File: src/rtl/lzss_pkg.sv
// Shared types and constants for the LZSS stream decompressor.
// No dependencies; imported by the top, controller and datapath modules.
`timescale 1ns / 1ps

package lzss_pkg;

  // Ring window geometry (power of two)
  localparam int unsigned WinSize   = 4096;
  localparam int unsigned WinAddrW  = $clog2(WinSize);
  localparam int unsigned FillW     = WinAddrW + 1;
  localparam int unsigned MaxMatch  = 18;
  localparam int unsigned Threshold = 2;
  localparam int unsigned LenW      = $clog2(MaxMatch + 1);
  localparam int unsigned PosW      = 12;

  localparam logic [WinAddrW-1:0] StartIndex = WinAddrW'(WinSize - MaxMatch);
  localparam logic [7:0]          SpaceChar  = 8'h20;
  localparam logic [8:0]          FlagMarker = 9'h100;

  localparam int unsigned CountW   = 32;
  localparam int unsigned OutDataW = 48;

  // Input item kind, carried on tuser
  typedef enum logic [1:0] {
    CmdStart  = 2'd0,
    CmdData   = 2'd1,
    CmdFinish = 2'd2
  } lzss_cmd_e;

  typedef enum logic [2:0] {
    StIdle,
    StLit,
    StSum,
    StRd,
    StWr
  } lzss_state_e;

  // Controller to datapath commands
  typedef struct packed {
    logic start;
    logic latch_byte;
    logic load_flags;
    logic hold_first;
    logic load_match;
    logic set_ovf;
    logic shift_flag;
    logic end_match;
    logic rd_en;
    logic emit_lit;
    logic emit_copy;
    logic emit_sum;
  } lzss_ctrl_t;

  // Datapath to controller status
  typedef struct packed {
    logic flag_empty;
    logic lit_flag;
    logic expect_second;
    logic ovf;
    logic at_limit;
    logic rem_one;
    logic out_free;
  } lzss_status_t;

endpackage

File: src/rtl/lzss_ctrl.sv
// Token-level controller for the LZSS decompressor.
// Depends on lzss_pkg; drives the datapath through lzss_ctrl_t.
`timescale 1ns / 1ps

module lzss_ctrl (
  input  logic                  clk_i,
  input  logic                  rst_ni,
  input  logic                  in_valid_i,
  input  logic [1:0]            in_cmd_i,
  output logic                  in_ready_o,
  input  lzss_pkg::lzss_status_t status_i,
  output lzss_pkg::lzss_ctrl_t   ctrl_o
);
  import lzss_pkg::*;

  lzss_state_e state_q, state_d;
  lzss_cmd_e   cmd;

  assign cmd        = lzss_cmd_e'(in_cmd_i);
  assign in_ready_o = (state_q == StIdle);

  always_ff @(posedge clk_i or negedge rst_ni) begin
    if (!rst_ni) begin
      state_q <= StIdle;
    end else begin
      state_q <= state_d;
    end
  end

  // Next state
  always_comb begin
    state_d = state_q;
    case (state_q)
      StIdle: begin
        if (in_valid_i) begin
          case (cmd)
            CmdFinish: state_d = StSum;
            CmdData: begin
              if (!status_i.ovf && !status_i.flag_empty) begin
                if (status_i.lit_flag) begin
                  state_d = StLit;
                end else if (status_i.expect_second) begin
                  state_d = StRd;
                end
              end
            end
            default: state_d = StIdle;
          endcase
        end
      end
      StLit: begin
        if (status_i.at_limit || status_i.out_free) begin
          state_d = StIdle;
        end
      end
      StSum: begin
        if (status_i.out_free) begin
          state_d = StIdle;
        end
      end
      StRd: begin
        state_d = status_i.at_limit ? StIdle : StWr;
      end
      StWr: begin
        if (status_i.out_free) begin
          state_d = status_i.rem_one ? StIdle : StRd;
        end
      end
      default: state_d = StIdle;
    endcase
  end

  // Datapath commands
  always_comb begin
    ctrl_o = '0;
    case (state_q)
      StIdle: begin
        if (in_valid_i) begin
          ctrl_o.latch_byte = 1'b1;
          case (cmd)
            CmdStart: ctrl_o.start = 1'b1;
            CmdData: begin
              if (!status_i.ovf) begin
                if (status_i.flag_empty) begin
                  ctrl_o.load_flags = 1'b1;
                end else if (!status_i.lit_flag) begin
                  if (status_i.expect_second) begin
                    ctrl_o.load_match = 1'b1;
                  end else begin
                    ctrl_o.hold_first = 1'b1;
                  end
                end
              end
            end
            default: ctrl_o.latch_byte = 1'b1;
          endcase
        end
      end
      StLit: begin
        // Drop the literal once the limit is hit, else emit when the slot frees
        if (status_i.at_limit) begin
          ctrl_o.set_ovf    = 1'b1;
          ctrl_o.shift_flag = 1'b1;
        end else if (status_i.out_free) begin
          ctrl_o.emit_lit   = 1'b1;
          ctrl_o.shift_flag = 1'b1;
        end
      end
      StSum: begin
        ctrl_o.emit_sum = status_i.out_free;
      end
      StRd: begin
        if (status_i.at_limit) begin
          ctrl_o.set_ovf   = 1'b1;
          ctrl_o.end_match = 1'b1;
        end else begin
          ctrl_o.rd_en = 1'b1;
        end
      end
      StWr: begin
        if (status_i.out_free) begin
          ctrl_o.emit_copy = 1'b1;
          ctrl_o.end_match = status_i.rem_one;
        end
      end
      default: ctrl_o = '0;
    endcase
  end

  // Input is taken only in idle
  a_ready_idle: assert property (@(posedge clk_i) disable iff (!rst_ni)
    in_ready_o |-> (state_q == StIdle))
    else $error("ready outside idle");

  // Every match read is followed by its write step
  a_rd_then_wr: assert property (@(posedge clk_i) disable iff (!rst_ni)
    ctrl_o.rd_en |=> (state_q == StWr))
    else $error("read without write step");

  // A match starts its copy in the read step
  a_match_rd: assert property (@(posedge clk_i) disable iff (!rst_ni)
    ctrl_o.load_match |=> (state_q == StRd))
    else $error("match load not followed by read");

endmodule

File: config.mk
export PLATFORM = sky130hd
export DESIGN_NAME = lzss_ctrl
export DESIGN_NICKNAME = d
export VERILOG_FILES = /design/src/rtl/lzss_pkg.sv /design/src/rtl/lzss_ctrl.sv
export SDC_FILE = /design/constraint.sdc
export NUM_CORES = 1
export LEC_CHECK = 0
export ABC_AREA = 1
export BUFFER_PORTS_ARGS = -buffer_cell sky130_fd_sc_hd__buf_2
export CORE_AREA = 2 2 39 41
export DETAILED_ROUTE_END_ITERATION = 7
export DIE_AREA = 0 0 41 43
export PLACE_DENSITY_LB_ADDON = 0.25
export RECOVER_POWER = 100
export SLEW_MARGIN = 0
export SYNTH_ARGS = -nofsm -noshare
export SYNTH_HDL_FRONTEND = slang
export SYNTH_SLANG_ARGS = --single-unit
File: constraint.sdc
create_clock -name clk_i -period 1.2 [get_ports clk_i]
set_input_delay 0.3 -clock clk_i [delete_from_list [all_inputs] [get_ports clk_i]]
set_output_delay 0.3 -clock clk_i [all_outputs]
set_load 0.01 [all_outputs]
==> key figures <==
Global route
  • First-pass GRT wire length: ~1900 µm
  • Largest net degree at the start of global routing: 6
  • Vias in the first global route: just over 500
  • GRT Total Usage: between 15 and 20%
  • Initial antenna violation count: 0
  • GRT overflow: 0

Setup path
  • Crit path cell chain: nor2_2 -> nand2_2 -> inv_2 -> nand2_4 -> nor4_4 -> buf_2
  • CP max FO: 4
  • CP peak stage delay: ~390 ps
  • Worst path depth: 6
  • WP data arrival: 1330 ps
  • Worst EP required: 900 ps
  • Crit end category: output port
  • Critical path class: reg2out
  • Worst path bufs/invs: 2
  • CP max stage cell: dfrtp_1
  • R2r setup slk: -130 ps
  • Worst Reg2Reg Path Length in Cells: 10
  • Critical path launch point type: register
  • Crit-path leading delay family: simple AND/OR/NAND/NOR gates

Power and ir drop
  • Power, Total: approximately 0.87 mW
  • Flop pwr share: 14.7%
  • Leakage: 0.491 nW
  • Clk pwr share: between 20% and 30%
  • Combinational Power Share: a little over three fifths
  • Internal power: 0.531 mW
  • Pwr Density: roughly 1000 mW/mm²
  • VDD IR-drop max: approximately 0.51 mV
  • Net Sw Power: ~0.34 mW
  • Switching Fraction: ~39%

Clock network
  • Clock buffer count from CTS: 3
  • H-tree depth: 1
  • CTS Buffer Depth: 2
  • Worst-skew pair later-pin latency: about 240 ps
  • Sink Count: 3
  • Clk root buf: clkbuf_4
  • Clock slew at reported path FFs: around 40 ps
  • CTS tree: done

Job
  • Max-Cap Viols: 0

Timing
  • Worst Skew: around 4 ps
  • Tmin final: around 1600 ps
  • Slew of the pin with the lowest slew margin: 220 ps
  • Final Hold Vio Count: 0
  • Relative slew margins: a little under nine tenths
  • Final setup vio count: 15
  • Part of the cycle the worst path needs: 135%
  • Fin. max-slew vios: 0
  • Max Clk Rate: approximately 620 MHz
  • Final WS setup: -425 ps
  • RSZ-0062 raised after global routing: yes

Layout
  • Most flops, register: state_q
  • Share of cells above drive strength 1: 58.3%
  • Fillers: about 130
  • Non-filler instance count after layout: 131
  • Nets: approximately 130
  • Area Growth Syn to Fin: 124%
  • Area of the multi-input gates: approximately 350 µm²
  • Largest registers: state_q: 3 flops
  • Sequential cell area: 75.1 µm²
  • Most frequent cells in the layout: 18 x buf_2, 18 x buf_4, 12 x nand2_1
  • Ant. Diodes: 0
  • Max reg flops: 3

Synth
  • Cells after synthesis: between 60 and 70
  • Post-synthesis cell area: ~380 µm²
  • Yosys top cell by area: dfrtp_1
  • Syn avg cell area: slightly below 6 µm²
  • Area contributors post-synth: dfrtp_1 20%, nand2_1 16%, ha_1 13%, inv_1 12%, nand3_1 9.2%
  • Yosys reg bits: 3
  • Top cell type's share of synthesized area: 19.7%
  • Synth cell types: 17
  • Syn nets: 80
  • Post-synthesis sequential area ratio: between 10% and 20%
  • Ys Warns: 0

Drt
  • Vias per inst: approximately 4.3
  • Drc violations: 0
  • Post-DRT Antenna Nets: 0
  • Initial drt markers: 9
  • Wire per inst: 10.1 µm
  • Post-Route WL: 1320 µm
  • Vias: roughly 560
  • 1st-pass router iterations: 4

Die
  • Rows: 14
  • Die area: 0.00176 mm²
  • Core Area: about 0.0014 mm²
  • Initial Util: between 20 and 30%
  • Die width: between 40 and 50 µm
  • I/O Pins: 25
  • Die Y: ~43 µm

Status
  • Failing checks: setup timing
  • Outcome: finished, violations left

Place
  • Cell Count Post-Placement: between 100 and 150
  • Buffers added on ports: 24
  • Hpwl dp: ~950 µm
  • Gp weighted congestion: ~0.72

Min path
  • Hold Crit Depth: 3
  • Hold WC Path Type: in2reg
[per-layer routing]
metal / global-route usage, % / part of all wire [%] / vias up
met4: 12.0 / 0.98 / 0
met3: 1.57 / 2.2 / 2
li1: - / - / 301
met5: 0 / 0 / -
met2: 28.7 / 58 / 14
met1: 16.1 / 38 / 246
[layout make-up]
cell class,count,share of cell area [%]
inverter,13,5.70
multi-input combinational,48,40.4
clock buffer,4,3.07
sequential,3,8.77
tap,16,2.34
timing repair buffer,47,39.8
[power by group through the flow]
stage	sequential, mW	combinational (mW)	clock, mW
2_1_floorplan	0.131	0.177	0
3_5_place_dp	0.129	0.372	0
6_report	0.128	0.549	0.191
4_1_cts	0.128	0.434	0.198
5_1_grt	0.129	0.594	0.199
3_3_place_gp	0.128	0.369	0
[synthesized netlist by cell type]
master,number
a22o_2,1
dfrtp_1,3
ha_1,4
inv_1,12
inv_2,1
nand2_1,16
nand2_2,2
nand3_1,7
nor2_1,9
nor2_2,1
nor3_1,2
nor3b_1,1
nor4_1,1
o21a_1,1
o21ai_0,1
o21bai_1,1
or2_1,1
[final timing paths]
| check | startpoint | end |
|---|---|---|
| hold reg to reg | state_q[0] | state_q[1] |
| setup / recovery | state_q[0] | ctrl_o[9] |
| min in group asynchronous | rst_ni | state_q[1] |
| max in group asynchronous | rst_ni | state_q[2] |
| setup reg to reg | state_q[2] | state_q[0] |
| hold / removal | status_i[0] | state_q[2] |
[worst reg2reg max path: cells and delay by family, from the launching register on]
| kind | cells | cell delay, ps |
|---|---|---|
| DFF | 1 | 380 |
| and+or+nand+nor | 7 | 500 |
| buffers and inverters | 3 | 320 |
[kinds of logic (layout without fill, tap and decap cells)]
family                     after synthesis  after routing  synth area share [%]
and+or+nand+nor                         40             40                  46.6
AOI/OAI and AO/OA                        4              4                  7.87
DFF                                      3              3                  19.7
buffers and inverters                   13             64                  12.8
adders and majority gates                4              4                  13.1
[stage by stage]
stage	util [%]	hold slack [ps]	setup TNS [ps]	worst slack [ps]	area, µm²
floorplan	-	4.41	-378	-115	419
global placement	49.1	95.1	-1230	-200	679
detailed placement	49.1	95.5	-1480	-275	679
CTS	56.1	359	-4160	-423	776
global route	61.8	382	-5350	-507	856
finish	61.8	360	-4410	-425	856
[timing repair]
item,CTS,global route
resized for setup,10,14
buffers inserted,3,5
endpoints found under the hold margin,3,0
endpoints found under the setup margin,15,16
pin swaps,3,7
hold buffers,1,0
No activity file was read; power rests on OpenSTA's default activity.
